$ cat src/design/ile_pkg.sv
package ile_pkg;

	// Request codes
	localparam logic [2:0] FUNC_GET  = 3'd0;
	localparam logic [2:0] FUNC_HEAD = 3'd1;
	localparam logic [2:0] FUNC_TAIL = 3'd2;
	localparam logic [2:0] FUNC_AT   = 3'd3;
	localparam logic [2:0] FUNC_DEL  = 3'd4;

	// Result status codes
	localparam logic [1:0] STAT_DONE      = 2'd0;
	localparam logic [1:0] STAT_BAD_INDEX = 2'd1;
	localparam logic [1:0] STAT_FULL      = 2'd2;

	// Value returned by anything but a valid get
	localparam logic signed [31:0] READ_NONE = -32'sd1;

	typedef struct packed {
		logic [2:0]         func;
		logic signed [15:0] index;
		logic signed [31:0] value;
	} req_beat_t;

	typedef struct packed {
		logic signed [31:0] read_value;
		logic [1:0]         status;
		logic [4:0]         length_now;
	} rsp_beat_t;

endpackage

$ cat src/design/ile_ram.sv
module ile_ram #(
	parameter int WIDTH = 32,
	parameter int DEPTH = 16
) (
	input  logic                     clk,
	input  logic                     we,
	input  logic [$clog2(DEPTH)-1:0] waddr,
	input  logic [WIDTH-1:0]         wdata,
	input  logic [$clog2(DEPTH)-1:0] raddr,
	output logic [WIDTH-1:0]         rdata
);

	logic [WIDTH-1:0] mem [DEPTH];

	// Write one word, read one word with registered data
	always_ff @(posedge clk) begin
		if (we) begin
			mem[waddr] <= wdata;
		end
		rdata <= mem[raddr];
	end

endmodule

$ cat src/design/indexed_list_engine.sv
// Ordered list of signed 32-bit values held in a single RAM of CAPACITY words.
// The request channel (req_valid / req_stall / req) carries one operation per
// beat: get, insert at head, insert at tail, insert before an index, or delete
// at an index. Each request returns exactly one beat on the response channel
// (rsp_valid / rsp_stall / rsp) with the read value, a status and the length.
// One request is in work at a time; req_stall is high until it finishes, and
// the next request can be taken in the cycle after its response beat is loaded.
// A get waits for its registered RAM read, and an invalid or full request
// goes straight to its response. An insert at position p shifts the entries
// from p upward and then writes the new value; a delete at position p shifts
// the entries above p down, or just drops the last entry. The shift loop
// moves one entry per cycle through the RAM's single write port, each
// registered read pipelined with the write of the entry before it.
// Reset empties the list at once; the RAM contents need no clearing since
// only positions below the length are ever read.
// When the receiver holds rsp_stall, the response register keeps its beat,
// and a finished request waits in its final state until the register frees.
module indexed_list_engine #(
	parameter int CAPACITY = 16
) (
	input  logic              clk,
	input  logic              arst_n,
	input  logic              req_valid,
	output logic              req_stall,
	input  ile_pkg::req_beat_t req,
	output logic              rsp_valid,
	input  logic              rsp_stall,
	output ile_pkg::rsp_beat_t rsp
);

	import ile_pkg::*;

	localparam int AW = (CAPACITY > 1) ? $clog2(CAPACITY) : 1;
	localparam int CW = $clog2(CAPACITY + 1);

	localparam logic [2:0] S_IDLE = 3'd0;
	localparam logic [2:0] S_GETW = 3'd1;
	localparam logic [2:0] S_UP   = 3'd2;
	localparam logic [2:0] S_DN   = 3'd3;
	localparam logic [2:0] S_PUT  = 3'd4;
	localparam logic [2:0] S_FIN  = 3'd5;

	logic [2:0]         state_q, state_d;
	logic [CW-1:0]      count_q, count_d;
	logic [AW-1:0]      k_q, k_d;
	logic [AW-1:0]      pos_q, pos_d;
	logic signed [31:0] val_q, val_d;
	logic signed [31:0] rd_q, rd_d;
	logic [1:0]         stat_q, stat_d;
	logic               rsp_valid_q;
	rsp_beat_t          rsp_q;

	logic               ram_we;
	logic [AW-1:0]      ram_waddr;
	logic [31:0]        ram_wdata;
	logic [AW-1:0]      ram_raddr;
	logic [31:0]        ram_rdata;

	logic               accept;
	logic               rsp_free;
	logic               load_rsp;

	ile_ram #(
		.WIDTH(32),
		.DEPTH(CAPACITY)
	) u_ram (
		.clk  (clk),
		.we   (ram_we),
		.waddr(ram_waddr),
		.wdata(ram_wdata),
		.raddr(ram_raddr),
		.rdata(ram_rdata)
	);

	assign req_stall = (state_q != S_IDLE);
	assign accept    = req_valid && !req_stall;
	assign rsp_free  = !rsp_valid_q || !rsp_stall;
	assign load_rsp  = (state_q == S_FIN) && rsp_free;

	// Decode, shift sequencing and RAM access
	always_comb begin
		logic              neg;
		logic [15:0]       idx_u;
		logic [15:0]       cnt16;
		logic              full;
		logic              ins_go;
		logic [AW-1:0]     ins_pos;
		logic [AW-1:0]     cnt_a;
		logic [CW:0]       k_plus2;

		state_d   = state_q;
		count_d   = count_q;
		k_d       = k_q;
		pos_d     = pos_q;
		val_d     = val_q;
		rd_d      = rd_q;
		stat_d    = stat_q;
		ram_we    = 1'b0;
		ram_waddr = k_q;
		ram_wdata = ram_rdata;
		ram_raddr = k_q;

		neg     = req.index[15];
		idx_u   = req.index;
		cnt16   = 16'(count_q);
		full    = (count_q == CW'(CAPACITY));
		ins_go  = 1'b0;
		ins_pos = '0;
		cnt_a   = AW'(count_q);
		k_plus2 = (CW+1)'(k_q) + (CW+1)'(2);

		case (state_q)
			S_IDLE: begin
				if (accept) begin
					rd_d   = READ_NONE;
					stat_d = STAT_DONE;
					val_d  = req.value;
					case (req.func)
						FUNC_GET: begin
							if (neg || idx_u >= cnt16) begin
								stat_d  = STAT_BAD_INDEX;
								state_d = S_FIN;
							end else begin
								ram_raddr = idx_u[AW-1:0];
								state_d   = S_GETW;
							end
						end
						FUNC_HEAD: begin
							if (full) begin
								stat_d  = STAT_FULL;
								state_d = S_FIN;
							end else begin
								ins_go  = 1'b1;
								ins_pos = '0;
							end
						end
						FUNC_TAIL: begin
							if (full) begin
								stat_d  = STAT_FULL;
								state_d = S_FIN;
							end else begin
								ins_go  = 1'b1;
								ins_pos = cnt_a;
							end
						end
						FUNC_AT: begin
							if (neg || idx_u > cnt16) begin
								stat_d  = STAT_BAD_INDEX;
								state_d = S_FIN;
							end else if (full) begin
								stat_d  = STAT_FULL;
								state_d = S_FIN;
							end else begin
								ins_go  = 1'b1;
								ins_pos = idx_u[AW-1:0];
							end
						end
						FUNC_DEL: begin
							if (neg || idx_u >= cnt16) begin
								stat_d  = STAT_BAD_INDEX;
								state_d = S_FIN;
							end else if (idx_u == cnt16 - 16'd1) begin
								// last entry: just drop it
								count_d = count_q - CW'(1);
								state_d = S_FIN;
							end else begin
								ram_raddr = idx_u[AW-1:0] + AW'(1);
								k_d       = idx_u[AW-1:0];
								state_d   = S_DN;
							end
						end
						default: begin
							stat_d  = STAT_BAD_INDEX;
							state_d = S_FIN;
						end
					endcase
					// Start an insert: shift the tail up unless it lands at the end
					if (ins_go) begin
						pos_d = ins_pos;
						if (cnt_a == ins_pos) begin
							state_d = S_PUT;
						end else begin
							ram_raddr = cnt_a - AW'(1);
							k_d       = cnt_a;
							state_d   = S_UP;
						end
					end
				end
			end
			S_GETW: begin
				rd_d    = ram_rdata;
				state_d = S_FIN;
			end
			S_UP: begin
				// write entry k-1 into k, fetch k-2 while the shift goes on
				ram_we    = 1'b1;
				ram_waddr = k_q;
				ram_wdata = ram_rdata;
				if ((k_q - AW'(1)) != pos_q) begin
					ram_raddr = k_q - AW'(2);
					k_d       = k_q - AW'(1);
				end else begin
					state_d = S_PUT;
				end
			end
			S_PUT: begin
				ram_we    = 1'b1;
				ram_waddr = pos_q;
				ram_wdata = val_q;
				count_d   = count_q + CW'(1);
				state_d   = S_FIN;
			end
			S_DN: begin
				// write entry k+1 into k, fetch k+2 while the shift goes on
				ram_we    = 1'b1;
				ram_waddr = k_q;
				ram_wdata = ram_rdata;
				if (k_plus2 < (CW+1)'(count_q)) begin
					ram_raddr = k_q + AW'(2);
					k_d       = k_q + AW'(1);
				end else begin
					count_d = count_q - CW'(1);
					state_d = S_FIN;
				end
			end
			S_FIN: begin
				if (rsp_free) begin
					state_d = S_IDLE;
				end
			end
			default: begin
				state_d = S_IDLE;
			end
		endcase
	end

	// Control state
	always_ff @(posedge clk or negedge arst_n) begin
		if (!arst_n) begin
			state_q     <= S_IDLE;
			count_q     <= '0;
			rsp_valid_q <= 1'b0;
		end else begin
			state_q <= state_d;
			count_q <= count_d;
			if (load_rsp) begin
				rsp_valid_q <= 1'b1;
			end else if (!rsp_stall) begin
				rsp_valid_q <= 1'b0;
			end
		end
	end

	// Working registers and the response beat
	always_ff @(posedge clk) begin
		k_q    <= k_d;
		pos_q  <= pos_d;
		val_q  <= val_d;
		rd_q   <= rd_d;
		stat_q <= stat_d;
		if (load_rsp) begin
			rsp_q.read_value <= rd_q;
			rsp_q.status     <= stat_q;
			rsp_q.length_now <= 5'(count_q);
		end
	end

	assign rsp_valid = rsp_valid_q;
	assign rsp       = rsp_q;

endmodule

$ cat config.mk
export PLATFORM = sky130hd
export DESIGN_NAME = indexed_list_engine
export DESIGN_NICKNAME = d
export VERILOG_FILES = /design/src/design/ile_pkg.sv /design/src/design/ile_ram.sv /design/src/design/indexed_list_engine.sv
export SDC_FILE = /design/constraint.sdc
export NUM_CORES = 1
export LEC_CHECK = 0
export BUFFER_PORTS_ARGS = -buffer_cell sky130_fd_sc_hd__buf_2
export CORE_ASPECT_RATIO = 0.5
export CORE_UTILIZATION = 45
export CTS_CLUSTER_SIZE = 10
export DETAILED_ROUTE_END_ITERATION = 7
export HOLD_SLACK_MARGIN = 0.15
export MAX_ROUTING_LAYER = met4
export PLACE_DENSITY = 0.6
export SYNTH_ARGS = -nofsm -noshare
export SYNTH_HDL_FRONTEND = slang
export SYNTH_SLANG_ARGS = --single-unit
$ cat constraint.sdc
create_clock -name clk -period 7.8 [get_ports clk]
set_clock_uncertainty 0.2 [all_clocks]
set_input_delay 0.39 -clock clk [delete_from_list [all_inputs] [get_ports clk]]
set_output_delay 0.39 -clock clk [all_outputs]
set_load 0.03 [all_outputs]
==> impl_results.md, run 1 <==
* Seq/Total Area, Yosys at 74.1%
* Leak pwr at 10.5 nW
* Crit start category: flip-flop
* Row count at 62
* Chip width at 345 um
* Actual slew at the worst max-slew pin at around 1.3 ns
* Total power at 12.9 mW
* Core area at ~58000 sq um
* First-pass iteration count of the detailed router at 5
* Hold Violations, Final at 0
* Syn avg cell area at 13.4 sq um
* CTS Hold Bufs at 46
* Synth Instances at between 1500 and 2000
* Place WS at around 2.2 ns
* Area post-placement at roughly 28000 sq um
* Chip Height at between 150 and 200 um
* Min Tclk post-route at 5.59 ns
* Grt ovf at 0
* Violation count after the first detailed-route iteration at 1870
* Initial antenna violation count at 0
* Crit path largest cell delay at 1.02 ns
* CP Class: reg -> reg
* Critical register-to-register path endpoint: u_ram.rdata[2]
* CP startpoint: count_q[1]
* Post CTS Setup Buffer Count at 0
* Outcome: complete, no violations
* PostCTS Resize Cnt at 0
* Slew HR at 16.0%
* Post-DR wirelength/cell at 23.1 um
* Area grow syn2layout at 15.3%
* Placed cell count at 2744
* Top Ports at 96
* Pin count of the biggest net entering global routing at roughly 150
* WP depth at 14
* Sink Count at 666
* Critical Path End: u_ram.rdata[2]
* Final Cycle Share at 71.7%
* First-pass GRT wire length at 102000 um
* Ys Warns at 0
* Yosys top cell by area: edfxtp_1
* Synthesized flop and latch total at 666
* Synth Net Count at 2045
* Post-synth EDFFs at 625
* Vias in the first global route at 16100
* Cell Pwr Density at 423 nW/um^2
* Reg2Reg Depth at 14
* Buffers and inverters on the worst path at 1
* # diodes at 0
* Final instance area at between 30000 and 40000 sq um
* Fin cells at 2925
* Setup ws final at 2.21 ns
* Initial core utilization at 45.8%
* CP max-delay cell: and3_2
* All-Layer GR Usage at approximately a quarter
* Largest cells by area after synthesis: edfxtp_1, nand2_1, a21oi_1
* CP top delay family: compound AO/OA/AOI/OAI gates
* Yosys cell types at 68
* Most frequent cells in the layout: edfxtp_1, nand2_1, a21oi_1, nand3_1, buf_2
* Total wire length at 67600 um
* Most used DFF post-synth: edfxtp_1
* Crit-path cells: inv_1 -> ha_1 -> nor2b_1 -> o2111ai_1 -> a21o_1 -> nand4_1 -> a211oi_1 -> a21o_1 -> o221ai_1 -> o21ai_1 -> a21o_2 -> and3_2 -> a22oi_1 -> o221ai_1
* Most common cell after layout, fill and taps aside: edfxtp_1
* Setup violators final at 0
* DR vias at 16800
* Skew-Pair Late Insertion Delay at ~0.61 ns
* Fmax at 179 MHz
* Reg2reg start: count_q[1]
* Max rail drop VDD at approximately 240 uV
* Vias per Instance at 5.73
* Gp weighted congestion at 0.860
* Die Area at around 60000 sq um
* CTS tree: done
* Maxcap violations at 0
* CTS clk-pin slew, worst paths at about 0.05 ns
* Clk buf depth at 3
* CP endpoint kind: flip-flop
* Final Max Slew Viols at 0
* Post-DRT Antenna Nets at 0
* Worst hold slack at approximately 0.21 ns
* Share of layout cells above drive strength 1 at 11.6%
* Setup TNS at 0 ns
* Reg-to-reg setup timing slack at 2.21 ns
* Total CTS buffers at 77
* Port bufs at 95
* Worst min path class: reg -> reg
* Fin nets at 2176
* H-Tree Depth at 3
* Worst-path maximum fanout at 39
* CP Data Required Time at 8.12 ns
* Post-layout util at 52.8%
* RSZ-0062 raised after global routing: false
* HPWL Detailed at 33500 um
* Drc violations at 0
* CP arrival at 5.91 ns
* Mapped Area at ~26000 sq um
* CTS root buf: clkbuf_16
* Post-synth ARST share at 1.35%
* Area share of the largest cell type after synthesis at 70.8%
[how the worst min path moves through the flow]
stage / from / cells past startpoint / slack (ns) / endpoint
after CTS: rd_q[21] / 0 / 0.21 / rsp[28]
after global routing: rd_q[20] / 0 / 0.22 / rsp[27]
final: rd_q[21] / 0 / 0.21 / rsp[28]
after global placement: arst_n / 1 / 0.08 / rsp_valid
after floorplan: arst_n / 0 / -0.11 / count_q[0]
after detailed placement: arst_n / 1 / 0.08 / rsp_valid
[layout make-up]
type | instances | area (sq um)
Clock buffer | 127 | 2160
Clock inverter | 8 | 131
Fill cell | 4833 | 27200
Inverter | 19 | 71.3
Multi-Input combinational cell | 1165 | 6390
Sequential cell | 666 | 19600
Tap cell | 768 | 961
Timing Repair Buffer | 172 | 1190
[kinds of logic after synthesis]
family | Yosys count | synth area share, %
simple gates | 697 | 11.3
flops | 666 | 74.1
compound gates | 418 | 10.1
buf+inv | 139 | 2.48
xor+xnor | 20 | 0.661
fa+ha+maj | 20 | 0.973
mux | 10 | 0.383
[flip-flops by register name (all words and copies together) (netlist names)]
signal,flops
u_ram.mem,512
rsp,39
rd_q,32
u_ram.rdata,32
val_q,32
count_q,5
k_q,4
pos_q,4
state_q,3
stat_q,2
rsp_valid,1
[synth_stat cells, types with 4 or more instances]
library cell / instances
edfxtp_1: 625
nand2_1: 473
a21oi_1: 214
nand3_1: 101
buf_2: 63
a22oi_1: 62
clkbuf_1: 42
nand2b_1: 39
nor2_1: 36
o221ai_1: 34
a32oi_1: 32
dfxtp_1: 32
ha_1: 19
inv_1: 16
o21ai_0: 15
nor3_1: 12
xnor2_1: 11
and3_1: 9
dfrtp_1: 9
mux2i_1: 9
xor2_1: 9
a31oi_1: 8
buf_1: 6
buf_6: 6
o211ai_1: 6
a21o_1: 5
nand4_1: 5
nor2b_1: 5
o2111ai_1: 4
o22a_1: 4
[power by group]
part | switching, mW | internal (mW) | total [mW]
Combinational | 3.12 | 1.11 | 4.23
Clock | 1.40 | 1.93 | 3.33
Sequential | 0.221 | 5.14 | 5.36
[metal layers]
metal	track usage (%)	wire length [um]	vias up
met2	35.1	31000	606
met1	33.5	30600	8424
met5	-	0	-
li1	-	-	7626
met4	6.03	1310	0
met3	3.35	4700	95
Note: power is estimated with default switching activity, not from simulation.
==> inputs of run 2 (changes only) <==
PLACE_DENSITY = 0.62   (was 0.6)
clock period = 4.7 ns   (was 7.8 ns; I/O delays follow)
==> run 2 against run 1 <==
Non-clock buffer count is 74 higher. Via count grew 1.9%. Global-route usage is essentially flat. Maximum frequency rose by 26%. Power up 68%. Sequential share of layout area down 1.6 points. Clock power increased by 60%. Clock-buffer cell count increased by 5. Sequential cell count did not move. Sequential power is 65% higher. Worst hold slack worse by 0.049 ns. Largest power group unchanged. Highest routed layer unchanged.
==> impl_results.md, run 2 (synthesized netlist as in run 1, its figures left out) <==
* Leak pwr at 10.9 nW (+3.6%)
* Chip width at 345 um (unchanged)
* Final Max Slew Viols at 0 (unchanged)
* CP top delay family: compound AO/OA/AOI/OAI gates
* Outcome: complete, no violations
* Fin nets at 2250 (+3.4%)
* Skew-Pair Late Insertion Delay at 0.60 ns (about the same)
* Port bufs at 95 (unchanged)
* Crit start category: flip-flop
* H-Tree Depth at 3 (unchanged)
* Max rail drop VDD at 337 uV (+39%)
* Total power at 21.7 mW (+68%)
* Max reg flops at 512 (unchanged)
* Setup violators final at 0 (unchanged)
* Min Tclk post-route at 4.45 ns (-1.15 ns)
* CTS root buf: clkbuf_16
* Setup TNS at 0 ns (unchanged)
* Core area at 57800 sq um (unchanged)
* Crit path largest cell delay at 0.51 ns (-0.51 ns)
* Cell Pwr Density at 693 nW/um^2 (+64%)
* Gp weighted congestion at 0.870 (+1.1%)
* Post-DR wirelength/cell at 22.9 um (-0.95%)
* Fmax at 225 MHz (+26%)
* # diodes at 0 (unchanged)
* Initial antenna violation count at 1 (+1)
* Row count at 62 (unchanged)
* Final Cycle Share at 94.6% (+23 points)
* Actual slew at the worst max-slew pin at 1.07 ns (-0.188 ns)
* CP max-delay cell: or4_1
* Crit-path cells: inv_1 -> ha_1 -> a211o_1 -> a31oi_1 -> a21o_1 -> a21oi_1 -> or4_1 -> a21o_1 -> o221ai_1 -> o21ai_1 -> a21o_2 -> buf_12 -> and2_2 -> buf_6 -> a32oi_1 -> o221ai_1
* HPWL Detailed at 36500 um (+9.0%)
* CP arrival at 4.68 ns (-1.23 ns)
* Top Ports at 96 (unchanged)
* Chip Height at 174 um (unchanged)
* Area taken by multi-input logic gates at 6410 sq um (+0.31%)
* Sink Count at 666 (unchanged)
* Hold Violations, Final at 0 (unchanged)
* Worst min path class: in -> reg
* Worst-path maximum fanout at 38 (-2.6%)
* Drc violations at 0 (unchanged)
* CTS tree: done
* Total CTS buffers at 76 (-1.3%)
* Vias per Instance at 5.69 (-0.70%)
* Grt ovf at 0 (unchanged)
* Share of layout cells above drive strength 1 at 13.2% (+1.6 points)
* Most frequent cells in the layout: edfxtp_1, nand2_1, a21oi_1, nand3_1, buf_2
* Pin count of the biggest net entering global routing at 71 (-53%)
* Vias in the first global route at 16300 (+0.86%)
* Buffers and inverters on the worst path at 3 (+2)
* Area grow syn2layout at 18.3%
* First-pass iteration count of the detailed router at 5 (unchanged)
* Register area at 19600 sq um (unchanged)
* Initial core utilization at 45.8% (unchanged)
* Total wire length at 68700 um (+1.7%)
* Filler cells at 4642 (-4.0%)
* Slew HR at 28.6% (+13 points)
* Most common cell after layout, fill and taps aside: edfxtp_1
* Maxcap violations at 0 (unchanged)
* First-pass GRT wire length at 102000 um (+0.19%)
* Clk buf depth at 3 (unchanged)
* CTS clk-pin slew, worst paths at 0.06 ns (about the same)
* Die Area at 59900 sq um (unchanged)
* CP Class: reg -> reg
* Most flops, register: u_ram.mem
* Post-DRT Antenna Nets at 0 (unchanged)
* All-Layer GR Usage at 23.4% (about the same)
* Violation count after the first detailed-route iteration at 2016 (+7.8%)
* CP Data Required Time at 4.93 ns (-3.19 ns)
* CP endpoint kind: flip-flop
* RSZ-0062 raised after global routing: false
* DR vias at 17100 (+1.9%)
run 2: final timing paths:
kind | startpoint | to | slack [ns] | cells past startpoint
hold reg to reg | rd_q[10] | rsp[17] | 0.21 | 0
hold / removal | req[4] | val_q[4] | 0.16 | 2
setup reg to reg | count_q[4] | u_ram.rdata[0] | 0.25 | 16
max in group asynchronous | arst_n | count_q[4] | 3.41 | 3
setup / recovery | count_q[4] | u_ram.rdata[0] | 0.25 | 16
min in group asynchronous | arst_n | state_q[1] | 0.53 | 3
run 2: metrics by stage:
step	hold slack (ns)	cells	cell area, sq um	setup WS [ns]	util [%]
final	0.165	3002	31300	0.252	54.2
after global routing	0.163	3002	31300	0.0263	54.2
after global placement	-0.0812	2790	28400	0.340	49.1
after floorplan	-0.261	1970	26500	0.889	-
after detailed placement	-0.0840	2790	28400	0.227	49.1
after CTS	0.153	3000	31300	0.165	54.2
run 2: routing by layer:
metal / vias up / wire length [um] / track usage (%)
li1: 7779 / - / -
met1: 8508 / 30300 / 33.3
met2: 686 / 31900 / 35.1
met3: 99 / 5320 / 3.85
met4: 0 / 1190 / 5.97
met5: - / 0 / -
run 2: final cells by class:
type | instances | area share [%]
sequential | 666 | 62.7
multi-input combinational | 1166 | 20.5
clock buffer | 132 | 6.81
timing repair buffer | 246 | 6.53
tap | 768 | 3.07
inverter | 19 | 0.240
clock inverter | 5 | 0.220
run 2: power by group:
| part | internal (mW) | leakage (nW) | switching [mW] |
|---|---|---|---|
| Combinational | 2.21 | 3.80 | 5.37 |
| Clock | 3.07 | 1.05 | 2.25 |
| Sequential | 8.52 | 6.02 | 0.307 |
| Total | 13.8 | 10.9 | 7.93 |
run 2: timing repair:
item / 4_1_cts / 5_1_grt
hold endpoints to repair: 73 / 0
resized for setup: 0 / 4
hold buffers: 73 / 0
buffers inserted: 0 / 1
endpoints found under the setup margin: 0 / 10
